**config.mk**
```make
export PLATFORM = sky130hd
export DESIGN_NAME = fuzzy_relation_checker_closure
export DESIGN_NICKNAME = d
export VERILOG_FILES = /design/src/rtl/core/frc_pkg.sv /design/src/rtl/core/frc_ctrl.sv /design/src/rtl/core/frc_dp.sv /design/src/rtl/core/fuzzy_relation_checker_closure.sv
export SDC_FILE = /design/constraint.sdc
export NUM_CORES = 2
export LEC_CHECK = 0
export BUFFER_PORTS_ARGS = -buffer_cell sky130_fd_sc_hd__buf_4
export CORE_MARGIN = 2
export CORE_UTILIZATION = 50
export CTS_BUF_LIST = sky130_fd_sc_hd__clkbuf_4 sky130_fd_sc_hd__clkbuf_8 sky130_fd_sc_hd__clkbuf_16
export DETAILED_ROUTE_END_ITERATION = 8
export GPL_TIMING_DRIVEN = 1
export HOLD_SLACK_MARGIN = 0.15
export PLACE_DENSITY_LB_ADDON = 0.12
export SLEW_MARGIN = 25
export SYNTH_ARGS = -nofsm -noshare
export SYNTH_HDL_FRONTEND = slang
export SYNTH_SLANG_ARGS = --single-unit
```
**constraint.sdc**
```tcl
create_clock -name clock -period 6.4 [get_ports clock]
set_clock_uncertainty 0.15 [all_clocks]
set_input_delay 1.28 -clock clock [delete_from_list [all_inputs] [get_ports clock]]
set_output_delay 1.28 -clock clock [all_outputs]
set_load 0.005 [all_outputs]
```
**src/rtl/core/frc_pkg.sv**
```systemverilog
// shared types and constants of the fuzzy relation checker
`timescale 1ns / 1ps
package frc_pkg;

   localparam int CFG_W                       = 4;
   localparam int IDX_W                       = 3;
   localparam int MAX_DIM_DEFAULT             = 8;
   localparam int GRADE_FRACTION_BITS_DEFAULT = 8;

   typedef enum logic [2:0] {
      OP_IDLE,
      OP_LOAD,
      OP_HEADER,
      OP_STEP,
      OP_EMIT
   } frc_op_type;

   typedef struct packed {
      frc_op_type       op;
      logic [IDX_W-1:0] x;
      logic [IDX_W-1:0] y;
      logic [IDX_W-1:0] z;
      logic             last;
      logic             scan_init;
   } frc_cmd_type;

endpackage

```
**src/rtl/core/frc_ctrl.sv**
```systemverilog
// controller: load, scan and emit sequencing with index counters
`timescale 1ns / 1ps
module frc_ctrl #(
   parameter int MAX_DIM = frc_pkg::MAX_DIM_DEFAULT
) (
   input  logic                       clock,
   input  logic                       reset,
   input  logic                       start,
   input  logic                       csr_write_enable,
   input  logic [frc_pkg::CFG_W-1:0]  csr_write_data,
   output logic                       busy,
   output frc_pkg::frc_cmd_type       cmd
);
   import frc_pkg::*;

   typedef enum logic [1:0] {
      ST_LOAD,
      ST_SCAN,
      ST_EMIT
   } state_type;

   localparam logic [CFG_W-1:0] MAX_N = CFG_W'(MAX_DIM);

   state_type        state_ff;
   logic             busy_ff;
   logic             hdr_ff;
   logic [CFG_W-1:0] dim_ff;
   logic [IDX_W-1:0] x_ff;
   logic [IDX_W-1:0] y_ff;
   logic [IDX_W-1:0] z_ff;
   logic [IDX_W-1:0] ld_r_ff;
   logic [IDX_W-1:0] ld_c_ff;

   logic [CFG_W-1:0] dim_n;
   logic [IDX_W-1:0] end_idx;
   logic             accept;
   logic             load_done;

   always_comb begin
      priority if (dim_ff == '0) begin
         dim_n = CFG_W'(1);
      end else if (dim_ff > MAX_N) begin
         dim_n = MAX_N;
      end else begin
         dim_n = dim_ff;
      end
   end

   assign end_idx   = IDX_W'(dim_n - CFG_W'(1));
   assign accept    = start && !busy_ff;
   assign load_done = (ld_r_ff == end_idx) && (ld_c_ff == end_idx);
   assign busy      = busy_ff;

   always_comb begin
      cmd = '{op: OP_IDLE, x: '0, y: '0, z: '0, last: 1'b0, scan_init: 1'b0};
      unique case (state_ff)
         ST_LOAD: begin
            if (accept) begin
               cmd.op        = OP_LOAD;
               cmd.x         = ld_r_ff;
               cmd.y         = ld_c_ff;
               cmd.scan_init = load_done;
            end
         end
         ST_SCAN: begin
            cmd.op = hdr_ff ? OP_HEADER : OP_STEP;
            cmd.x  = x_ff;
            cmd.y  = y_ff;
            cmd.z  = z_ff;
         end
         ST_EMIT: begin
            cmd.op   = OP_EMIT;
            cmd.x    = x_ff;
            cmd.y    = y_ff;
            cmd.last = (x_ff == end_idx) && (y_ff == end_idx);
         end
         default: begin
         end
      endcase
   end

   always_ff @(posedge clock) begin
      if (reset) begin
         state_ff <= ST_LOAD;
         busy_ff  <= 1'b0;
         hdr_ff   <= 1'b1;
         dim_ff   <= MAX_N;
         x_ff     <= '0;
         y_ff     <= '0;
         z_ff     <= '0;
         ld_r_ff  <= '0;
         ld_c_ff  <= '0;
      end else begin
         unique case (state_ff)
            ST_LOAD: begin
               if (accept) begin
                  if (load_done) begin
                     state_ff <= ST_SCAN;
                     busy_ff  <= 1'b1;
                     hdr_ff   <= 1'b1;
                     x_ff     <= '0;
                     y_ff     <= '0;
                     z_ff     <= '0;
                     ld_r_ff  <= '0;
                     ld_c_ff  <= '0;
                  end else if (ld_c_ff == end_idx) begin
                     ld_c_ff <= '0;
                     ld_r_ff <= ld_r_ff + IDX_W'(1);
                  end else begin
                     ld_c_ff <= ld_c_ff + IDX_W'(1);
                  end
               end
            end
            ST_SCAN: begin
               if (hdr_ff) begin
                  hdr_ff <= 1'b0;
                  z_ff   <= '0;
               end else if (z_ff == end_idx) begin
                  hdr_ff <= 1'b1;
                  z_ff   <= '0;
                  if (y_ff == end_idx) begin
                     y_ff <= '0;
                     if (x_ff == end_idx) begin
                        x_ff     <= '0;
                        state_ff <= ST_EMIT;
                     end else begin
                        x_ff <= x_ff + IDX_W'(1);
                     end
                  end else begin
                     y_ff <= y_ff + IDX_W'(1);
                  end
               end else begin
                  z_ff <= z_ff + IDX_W'(1);
               end
            end
            ST_EMIT: begin
               if (y_ff == end_idx) begin
                  y_ff <= '0;
                  if (x_ff == end_idx) begin
                     x_ff     <= '0;
                     state_ff <= ST_LOAD;
                     busy_ff  <= 1'b0;
                  end else begin
                     x_ff <= x_ff + IDX_W'(1);
                  end
               end else begin
                  y_ff <= y_ff + IDX_W'(1);
               end
            end
            default: begin
               state_ff <= ST_LOAD;
               busy_ff  <= 1'b0;
            end
         endcase
         if (csr_write_enable) begin
            dim_ff  <= csr_write_data;
            ld_r_ff <= '0;
            ld_c_ff <= '0;
         end
      end
   end

endmodule

```
**src/rtl/core/frc_dp.sv**
```systemverilog
// datapath: relation and closure stores, flag checks, warshall update, result beat
`timescale 1ns / 1ps
module frc_dp #(
   parameter int MAX_DIM             = frc_pkg::MAX_DIM_DEFAULT,
   parameter int GRADE_FRACTION_BITS = frc_pkg::GRADE_FRACTION_BITS_DEFAULT
) (
   input  logic                           clock,
   input  logic                           reset,
   input  frc_pkg::frc_cmd_type           cmd,
   input  logic [GRADE_FRACTION_BITS:0]   req_grade,
   output logic                           rsp_valid,
   output logic [frc_pkg::IDX_W-1:0]      rsp_row,
   output logic [frc_pkg::IDX_W-1:0]      rsp_column,
   output logic [GRADE_FRACTION_BITS:0]   rsp_closure_grade,
   output logic                           rsp_reflexive,
   output logic                           rsp_antireflexive,
   output logic                           rsp_symmetric,
   output logic                           rsp_antisymmetric,
   output logic                           rsp_transitive,
   output logic                           rsp_last
);
   import frc_pkg::*;

   localparam int GW     = GRADE_FRACTION_BITS + 1;
   localparam int DEPTH  = MAX_DIM * MAX_DIM;
   localparam int ADDR_W = (DEPTH > 1) ? $clog2(DEPTH) : 1;
   localparam logic [GW-1:0] ONE = {1'b1, {GRADE_FRACTION_BITS{1'b0}}};

   function automatic logic [ADDR_W-1:0] addr_of(input logic [IDX_W-1:0] r,
                                                 input logic [IDX_W-1:0] c);
      return ADDR_W'(int'(r) * MAX_DIM + int'(c));
   endfunction

   logic [GW-1:0] rel_mem [DEPTH];
   logic [GW-1:0] clo_mem [DEPTH];

   logic [GW-1:0] rel_a_ff;
   logic [GW-1:0] rel_b_ff;
   logic [GW-1:0] clo_a_ff;
   logic [GW-1:0] clo_b_ff;

   frc_cmd_type   cmd_q_ff;
   logic [GW-1:0] aij_ff;
   logic          colnz_ff;
   logic          refl_ff;
   logic          anti_ff;
   logic          sym_ff;
   logic          asym_ff;
   logic          trans_ff;

   logic [GW-1:0]     sat_grade;
   logic [ADDR_W-1:0] rel_ra;
   logic [ADDR_W-1:0] rel_rb;
   logic [ADDR_W-1:0] clo_ra;
   logic [ADDR_W-1:0] clo_rb;
   logic              load_we;
   logic              hit_we;
   logic              clo_we;
   logic [ADDR_W-1:0] clo_wa;
   logic [GW-1:0]     clo_wd;
   logic [GW-1:0]     step_min;

   assign sat_grade = (req_grade > ONE) ? ONE : req_grade;
   assign load_we   = (cmd.op == OP_LOAD);
   assign hit_we    = (cmd_q_ff.op == OP_STEP) && colnz_ff && (clo_b_ff != '0);
   assign clo_we    = hit_we || load_we;
   assign clo_wa    = hit_we ? addr_of(cmd_q_ff.y, cmd_q_ff.z) : addr_of(cmd.x, cmd.y);
   assign clo_wd    = hit_we ? ONE : sat_grade;
   assign step_min  = (rel_a_ff < rel_b_ff) ? rel_a_ff : rel_b_ff;

   always_comb begin
      rel_ra = addr_of(cmd.x, cmd.z);
      rel_rb = addr_of(cmd.z, cmd.y);
      clo_ra = addr_of(cmd.x, cmd.y);
      clo_rb = addr_of(cmd.x, cmd.z);
      unique case (cmd.op)
         OP_HEADER: begin
            rel_ra = addr_of(cmd.x, cmd.y);
            rel_rb = addr_of(cmd.y, cmd.x);
            clo_ra = addr_of(cmd.y, cmd.x);
         end
         OP_IDLE, OP_LOAD, OP_STEP, OP_EMIT: begin
         end
         default: begin
         end
      endcase
   end

   always_ff @(posedge clock) begin
      if (load_we) begin
         rel_mem[addr_of(cmd.x, cmd.y)] <= sat_grade;
      end
      rel_a_ff <= rel_mem[rel_ra];
      rel_b_ff <= rel_mem[rel_rb];
   end

   // write-through so a read in the cycle of a write sees the new grade
   always_ff @(posedge clock) begin
      if (clo_we) begin
         clo_mem[clo_wa] <= clo_wd;
      end
      clo_a_ff <= (clo_we && (clo_wa == clo_ra)) ? clo_wd : clo_mem[clo_ra];
      clo_b_ff <= (clo_we && (clo_wa == clo_rb)) ? clo_wd : clo_mem[clo_rb];
   end

   always_ff @(posedge clock) begin
      if (reset) begin
         cmd_q_ff.op <= OP_IDLE;
      end else begin
         cmd_q_ff <= cmd;
      end
   end

   always_ff @(posedge clock) begin
      if (cmd_q_ff.op == OP_HEADER) begin
         aij_ff   <= rel_a_ff;
         colnz_ff <= (clo_a_ff != '0);
      end
   end

   always_ff @(posedge clock) begin
      priority if (cmd.scan_init) begin
         refl_ff  <= 1'b1;
         anti_ff  <= 1'b1;
         sym_ff   <= 1'b1;
         asym_ff  <= 1'b1;
         trans_ff <= 1'b1;
      end else if (cmd_q_ff.op == OP_HEADER) begin
         if (cmd_q_ff.x == cmd_q_ff.y) begin
            if (rel_a_ff != ONE) refl_ff <= 1'b0;
            if (rel_a_ff != '0)  anti_ff <= 1'b0;
         end else if ((rel_a_ff != '0) && (rel_b_ff != '0)) begin
            asym_ff <= 1'b0;
         end
         if (rel_a_ff != rel_b_ff) sym_ff <= 1'b0;
      end else if (cmd_q_ff.op == OP_STEP) begin
         if (aij_ff < step_min) trans_ff <= 1'b0;
      end else begin
      end
   end

   assign rsp_valid         = (cmd_q_ff.op == OP_EMIT);
   assign rsp_row           = cmd_q_ff.x;
   assign rsp_column        = cmd_q_ff.y;
   assign rsp_closure_grade = clo_a_ff;
   assign rsp_reflexive     = refl_ff;
   assign rsp_antireflexive = anti_ff;
   assign rsp_symmetric     = sym_ff;
   assign rsp_antisymmetric = asym_ff;
   assign rsp_transitive    = trans_ff;
   assign rsp_last          = cmd_q_ff.last;

endmodule

```
**src/rtl/core/fuzzy_relation_checker_closure.sv**
```systemverilog
// top level of the fuzzy relation property checker with warshall closure
//
//   channel   ports                      handshake
//   request   req_grade                  beat taken when start high and busy low
//   response  rsp_row .. rsp_last        one beat per cycle with rsp_valid high
//   csr       csr_write_data             written when csr_write_enable high
//
// loading takes one grade per cycle while busy is low
// after the final grade, the scan walks both stores at once: flag checks read
// the relation store and the warshall pivots update the closure store
// then a closure store read and n*n response beats back to back; busy drops in
// the cycle of the last beat
// synchronous reset sets the dimension to MAX_DIM and restarts the load
// the receiver cannot stall; beats are never held
`timescale 1ns / 1ps
module fuzzy_relation_checker_closure #(
   parameter int MAX_DIM             = frc_pkg::MAX_DIM_DEFAULT,
   parameter int GRADE_FRACTION_BITS = frc_pkg::GRADE_FRACTION_BITS_DEFAULT
) (
   input  logic                          clock,
   input  logic                          reset,
   input  logic                          start,
   output logic                          busy,
   input  logic [GRADE_FRACTION_BITS:0]  req_grade,
   input  logic                          csr_write_enable,
   input  logic [frc_pkg::CFG_W-1:0]     csr_write_data,
   output logic                          rsp_valid,
   output logic [frc_pkg::IDX_W-1:0]     rsp_row,
   output logic [frc_pkg::IDX_W-1:0]     rsp_column,
   output logic [GRADE_FRACTION_BITS:0]  rsp_closure_grade,
   output logic                          rsp_reflexive,
   output logic                          rsp_antireflexive,
   output logic                          rsp_symmetric,
   output logic                          rsp_antisymmetric,
   output logic                          rsp_transitive,
   output logic                          rsp_last
);
   import frc_pkg::*;

   frc_cmd_type cmd;

   frc_ctrl #(
      .MAX_DIM (MAX_DIM)
   ) u_frc_ctrl (
      .clock            (clock),
      .reset            (reset),
      .start            (start),
      .csr_write_enable (csr_write_enable),
      .csr_write_data   (csr_write_data),
      .busy             (busy),
      .cmd              (cmd)
   );

   frc_dp #(
      .MAX_DIM             (MAX_DIM),
      .GRADE_FRACTION_BITS (GRADE_FRACTION_BITS)
   ) u_frc_dp (
      .clock             (clock),
      .reset             (reset),
      .cmd               (cmd),
      .req_grade         (req_grade),
      .rsp_valid         (rsp_valid),
      .rsp_row           (rsp_row),
      .rsp_column        (rsp_column),
      .rsp_closure_grade (rsp_closure_grade),
      .rsp_reflexive     (rsp_reflexive),
      .rsp_antireflexive (rsp_antireflexive),
      .rsp_symmetric     (rsp_symmetric),
      .rsp_antisymmetric (rsp_antisymmetric),
      .rsp_transitive    (rsp_transitive),
      .rsp_last          (rsp_last)
   );

endmodule

```
* After elaboration in Yosys (flattened, before gate mapping)
Memory sizes are Yosys's and may differ from the RTL's. A register that Yosys moved wholly into a read port is not among the register bits.
Cells that the tools add are included.
** Word-level totals
- Memories :: 2
- Output and inout bits :: 23
- Logic and storage cells :: 147
- Bits of input ports :: 17
- Flip-flop bits (word level) :: 51
- RAM bits :: 1152
** Memory list
- u_frc_dp.clo_mem :: depth 64, width 9, rd ports 2, clocked after memory_dff 2, write ports 1, RTL line frc_dp.sv:35 : logic [GW-1:0] clo_mem [DEPTH];
- u_frc_dp.rel_mem :: depth 64, width 9, rd ports 2, clocked after memory_dff 2, write ports 1, RTL line frc_dp.sv:34 : logic [GW-1:0] rel_mem [DEPTH];
** Cells by class
- Add/subtract/negate cells :: 11
- Equality and inequality tests :: 23
- Magnitude comparators :: 4
- Bitwise logic cells :: 3
- Mux-type cells :: 54
- Reductions and logical operators :: 29
** Operators by type and width (count)
- 3-bit two-way mux :: 18
- 9-bit nonzero test :: 4
- 6-bit by 3-bit adder with 6-bit output :: 5
- 9-bit two-way mux :: 3
- 9-bit one-hot mux with 3 select lines :: 1
- 6-bit two-way mux :: 4
- 3-bit equality test :: 6
- 9-bit < comparator :: 2
- 3-bit one-hot mux with 3 select lines :: 2
- 3-bit AND reduction :: 6
- 2-bit two-way mux :: 8
- 3-bit by 1-bit adder with 3-bit output, second input constant :: 5
- 2-bit by 1-bit inequality test with 1-bit output, second input constant :: 7
- 1-bit two-way mux :: 13
- 5-bit AND reduction :: 2
- 3-bit by 2-bit equality test with 1-bit output, second input constant :: 3
- 9-bit > comparator, second input constant :: 1
- 9-bit inequality test :: 1
- 9-bit inequality test, second input constant :: 1
- 8-bit AND reduction :: 1
- 7-bit two-way mux :: 1
- 1-bit logical AND :: 6
- 2-bit one-hot mux with 3 select lines :: 1
- 3-bit one-hot mux with 2 select lines :: 1
- 18 further kinds :: 22

* Longest topological paths before layout
- Depth in word-level cells :: 10
- Gate-level depth with buffers :: 19
- Mapped depth without buffers :: 18

* Modules after synthesis
A second synthesis with hierarchy kept.
** Unflattened totals
- Cell total of the unflattened synthesis :: 4730
- Area, all modules :: 58731.3 um^2
** Modules (own cells, without submodules)
- frc_dp :: instances 1, sequential area each 35954.5 um^2, area an instance 56827.0 um^2, cells an instance 4490
- frc_ctrl :: instances 1, sequential area each 460.4 um^2, area an instance 1904.3 um^2, cells an instance 240

* Least setup slack after synthesis
No wires, ideal clock.
- Kind :: input to register
- From :: input port req_grade[8]
- To :: memory u_frc_dp.clo_mem[0][0] in the netlist's numbering (data pin)
- Setup time :: 516 ps
- Stages on the path :: 2
- Arrival time :: 4661 ps
- Path slack :: 1073 ps
- Buffers on the path :: 0
- Required time :: 5734 ps
- Cell sequence :: nor2b_1 nor2b_1
** On the way
- Word-level cells in the longest chain between the ends :: 3
** RTL lines
- from (decl) :: RTL line fuzzy_relation_checker_closure.sv:24 : input logic [GRADE_FRACTION_BITS:0] req_grade,
- 9-bit > comparator :: RTL line frc_dp.sv:63 : assign sat_grade = (req_grade > ONE) ? ONE : req_grade;
- 9-bit two-way mux :: RTL line frc_dp.sv:63
- 9-bit two-way mux :: RTL line frc_dp.sv:68 : assign clo_wd = hit_we ? ONE : sat_grade;
- net u_frc_dp.clo_wd[0] :: RTL line frc_dp.sv:60 : logic [GW-1:0] clo_wd;
- to (decl) :: RTL line frc_dp.sv:35
The timed path passes the listed nets, and every way through them passes these cells.

==> run metrics <==
Post-Route Setup TNS=0 ns; Std-Cell Core Area=116000 sq um; count of nets after finishing=4554; sequential cell area fraction in the yosys report=0.627; Slew Viols, Final=0; Yosys top cell area share=0.606; drt wl/cell=32.4 microns; estimated wirelength of the detail-placed design=133000 microns; Via density=6.76; Switching Fraction=0.269; outcome=finished clean; count of port buffers added during placement=39; class of the tightest hold or removal check=flip-flop to flip-flop; sort of element at the start of the critical path=flip-flop; total CTS buffers=134; critical path capture point type=flip-flop; part of the power in registers=0.459; leftover overflow at the end of global routing=0; die width=345 microns; CTS clock-pin slew for the worst setup and hold paths=0.06 ns; clock tree from TritonCTS=built; max-capacitance violation count=0; Setup Viol. Count Final=0; Critical Path Fanout Max=33; unrepaired setup endpoints after global routing=no; Row Count=125; cell internal power dissipation=14.8 mW; maximum number of pins on one net before global-route repair=111; number of instances in the synthesized netlist=4482; fin crit period=5.32 ns; cell area power density=310 nW/um^2; signal arrival time at the worst endpoint=5.62 ns; hold violation count in the final report=0; leakage power of the design=21.9 nW; Primary FF master, synth=sky130_fd_sc_hd__edfxtp_1; ys async rst share=0; DRC violations left=0; fraction of layout instances using a drive strength above 1=0.159; post-detailed-placement cell area=60900 sq um; actual transition at the worst max-transition pin=1.17 ns; Synth area leader=sky130_fd_sc_hd__edfxtp_1; Syn Area/Cell=13.0 sq um; net count of the mapped netlist=4527; global-route track usage on met2=0.517; worst setup slack after placement=1.03 ns; first-pass GRT wire length=284000 microns; buffer depth of the longest clock path=3; final instance count without filler cells=6147; cell total after placement=5897; combinational cell fraction of total power=0.152; Final GP Congestion=0.979; initial core utilization=0.502; clock sink count=1233; total standard cell area after synthesis=58100 sq um; ports placed on the boundary=40; largest voltage drop on the vdd net=0.000257 V; CTS root buf=sky130_fd_sc_hd__clkbuf_16; H-tree level count=4; GRT Overall Usage=0.333; area of combinational cells with multiple inputs=20100 sq um; post-route worst setup slack=1.08 ns; clock latency on the worst-skew pair=0.78 ns; Yosys warnings=0; vias post-DR=41533; Total Die Area=119000 sq um; most heavily used metal layer in global routing=met2; critical setup path kind=flip-flop to flip-flop; antenna violations before repair=4; iteration count of the initial detailed-routing pass=8; vertical extent of the die=345 microns; post-synthesis cell type count=91; global-route met3 utilization=0.0627; NetSw=5.46 mW; number of enable flip-flop cells after synthesis=1172; PnR Total Power=20.3 mW; max frequency=0.188 GHz; part of the total power dissipated in the clock network=0.390; hold-fix buffers at CTS=0; fraction of the cycle the final worst path needs=0.831; normalized max-slew margin=0.215; number of global-route vias before repair=39737; Filler Cell Count=9313; post-route antenna net violation count=0; GR Util met1=0.440; CTS resizes=0; relative area change from synthesis to final layout=12.5%; Critical Path RT=6.70 ns; Detailed Route Iter0 Violations=5919; aggregate routed wire length=199000 microns; combined flip-flop and latch cell area=36400 sq um; number of buffers added for setup after CTS=0; area of all placed cells without fillers=65400 sq um; register bit count reported by yosys=1233; largest cells by area after synthesis=sky130_fd_sc_hd__edfxtp_1 (61%), sky130_fd_sc_hd__mux4_2 (7.9%), sky130_fd_sc_hd__nand2_1 (6.1%), sky130_fd_sc_hd__a311oi_1 (2.9%), sky130_fd_sc_hd__a211oi_1 (2.5%)
[synth_stat cells (6+ instances only)]
cell,number
sky130_fd_sc_hd__edfxtp_1,1172
sky130_fd_sc_hd__nand2_1,941
sky130_fd_sc_hd__and3_1,212
sky130_fd_sc_hd__mux4_2,204
sky130_fd_sc_hd__a211oi_1,193
sky130_fd_sc_hd__a311oi_1,191
sky130_fd_sc_hd__nand3_1,167
sky130_fd_sc_hd__clkbuf_1,148
sky130_fd_sc_hd__buf_2,144
sky130_fd_sc_hd__nor2_1,98
sky130_fd_sc_hd__mux2i_1,92
sky130_fd_sc_hd__a21oi_1,88
sky130_fd_sc_hd__nor4_1,83
sky130_fd_sc_hd__inv_1,75
sky130_fd_sc_hd__nor3_1,74
sky130_fd_sc_hd__a31oi_1,66
sky130_fd_sc_hd__dfxtp_1,61
sky130_fd_sc_hd__or4_1,42
sky130_fd_sc_hd__nor2b_1,41
sky130_fd_sc_hd__o21ai_0,40
sky130_fd_sc_hd__a22oi_1,31
sky130_fd_sc_hd__buf_1,28
sky130_fd_sc_hd__ha_1,28
sky130_fd_sc_hd__buf_4,23
sky130_fd_sc_hd__nand4_1,15
sky130_fd_sc_hd__and2_1,14
sky130_fd_sc_hd__o41ai_1,12
sky130_fd_sc_hd__xor2_1,12
sky130_fd_sc_hd__a21o_1,10
sky130_fd_sc_hd__a2111oi_0,9
sky130_fd_sc_hd__nand2b_1,9
sky130_fd_sc_hd__nor3b_1,9
sky130_fd_sc_hd__or3_1,9
sky130_fd_sc_hd__xnor2_1,9
sky130_fd_sc_hd__o22ai_1,7
sky130_fd_sc_hd__a221oi_1,6
sky130_fd_sc_hd__a32oi_1,6
sky130_fd_sc_hd__mux2_2,6
sky130_fd_sc_hd__nand4b_1,6
sky130_fd_sc_hd__o221ai_1,6
[metal layers]
layer,part of all wire,vias to the layer above
met1,0.38,20808
met4,0.067,2
met2,0.46,2615
met5,0.000060,-
li1,-,17587
met3,0.098,521
[critical path, stage by stage, from the launching register on]
cell and delay, ns:
sky130_fd_sc_hd__dfxtp_4 0.51, sky130_fd_sc_hd__nor2_1 0.85, sky130_fd_sc_hd__a31oi_1 0.23, sky130_fd_sc_hd__a2111o_1 0.53
sky130_fd_sc_hd__a311oi_1 0.67, sky130_fd_sc_hd__a31oi_1 0.15, sky130_fd_sc_hd__o32a_2 0.58, sky130_fd_sc_hd__mux2i_1 0.90
sky130_fd_sc_hd__buf_4 0.35
[worst paths after layout]
kind | from | slack [ns] | endpoint | depth (start not counted)
worst max-delay path | flip-flop | 1.08 | u_frc_dp.clo_mem[43][8]$_DFFE_PP_ | 8
worst min-delay path | u_frc_dp.rsp_antireflexive$_SDFFE_PP1P_ | 0.33 | u_frc_dp.rsp_antireflexive$_SDFFE_PP1P_ | 1
worst max register to register | flip-flop | 1.08 | u_frc_dp.clo_mem[43][8]$_DFFE_PP_ | 8
worst min register to register | u_frc_dp.rsp_antireflexive$_SDFFE_PP1P_ | 0.33 | u_frc_dp.rsp_antireflexive$_SDFFE_PP1P_ | 1
[cells in the final DEF (no fill, tap or decap), types with 10 or more instances in the layout]
cell / count
sky130_fd_sc_hd__mux4_2: 204
sky130_fd_sc_hd__bufinv_16: 13
sky130_fd_sc_hd__clkbuf_4: 23
sky130_fd_sc_hd__a31oi_1: 66
sky130_fd_sc_hd__and3_1: 212
sky130_fd_sc_hd__inv_1: 75
sky130_fd_sc_hd__clkinv_1: 33
sky130_fd_sc_hd__and2_1: 13
sky130_fd_sc_hd__mux2i_1: 91
sky130_fd_sc_hd__nor2_1: 91
sky130_fd_sc_hd__nand4_1: 15
sky130_fd_sc_hd__nand3_1: 165
sky130_fd_sc_hd__nor2b_4: 16
sky130_fd_sc_hd__clkbuf_16: 135
sky130_fd_sc_hd__ha_1: 28
sky130_fd_sc_hd__a211oi_1: 193
sky130_fd_sc_hd__o41ai_1: 12
sky130_fd_sc_hd__nor2b_1: 25
sky130_fd_sc_hd__nand2_1: 939
sky130_fd_sc_hd__o21ai_0: 40
sky130_fd_sc_hd__edfxtp_1: 1172
sky130_fd_sc_hd__dfxtp_1: 54
sky130_fd_sc_hd__xor2_1: 12
sky130_fd_sc_hd__a21o_1: 10
sky130_fd_sc_hd__nor4_1: 83
sky130_fd_sc_hd__a311oi_1: 191
sky130_fd_sc_hd__buf_4: 209
sky130_fd_sc_hd__a22oi_1: 31
sky130_fd_sc_hd__a21oi_1: 88
sky130_fd_sc_hd__clkinv_2: 15
sky130_fd_sc_hd__buf_12: 30
sky130_fd_sc_hd__nor3_1: 71
sky130_fd_sc_hd__or4_1: 42
[layout make-up]
cell class,instances,share of cell area
Sequential cell,1233,0.557
Multi-Input combinational cell,2824,0.307
Clock buffer,164,0.0556
Timing Repair Buffer,239,0.0332
Tap cell,1524,0.0292
Clock inverter,84,0.0135
Inverter,77,0.00442
Antenna cell,2,0.0000766
[logic make-up after synthesis]
kind of cell             count (synthesis)  share of synthesized area
XOR/XNOR                                23                    0.00394
AO/OA/AOI/OAI                          722                     0.0932
multiplexers                           305                     0.0970
adder cells (fa/ha/maj)                 28                    0.00603
AND/OR/NAND/NOR                       1746                      0.141
flip-flops                            1233                      0.627
buffers and inverters                  425                     0.0326
[power by group through the flow]
stage | registers (mW) | clock network [mW] | logic, mW
floorplan | 9.29 | 0 | 1.95
global placement | 9.47 | 0 | 3.02
detailed placement | 9.47 | 0 | 3.04
CTS | 9.30 | 7.97 | 3.05
global route | 9.31 | 8.31 | 3.25
finish | 9.30 | 7.91 | 3.08
[metrics by stage]
stage                     hold WS [ns]   util
after floorplan                  0.301      -
after global placement           0.290  0.526
after detailed placement         0.311  0.526
after CTS                        0.326  0.565
after global routing             0.334  0.565
final                            0.325  0.565
[flip-flops by register name, summed over array words and instances, names as in the netlist, 3 cells and up, named ones only]
register,cells
u_frc_ctrl.dim_ff,4
u_frc_ctrl.ld_c_ff,3
u_frc_ctrl.ld_r_ff,3
u_frc_ctrl.x_ff,3
u_frc_ctrl.y_ff,3
u_frc_ctrl.z_ff,3
u_frc_dp.aij_ff,9
u_frc_dp.clo_mem,576
u_frc_dp.cmd_q_ff,6
u_frc_dp.rel_a_ff,9
u_frc_dp.rel_b_ff,9
u_frc_dp.rel_mem,576
u_frc_dp.rsp_column,3
u_frc_dp.rsp_row,3
Note: power is estimated with default switching activity, not from simulation.
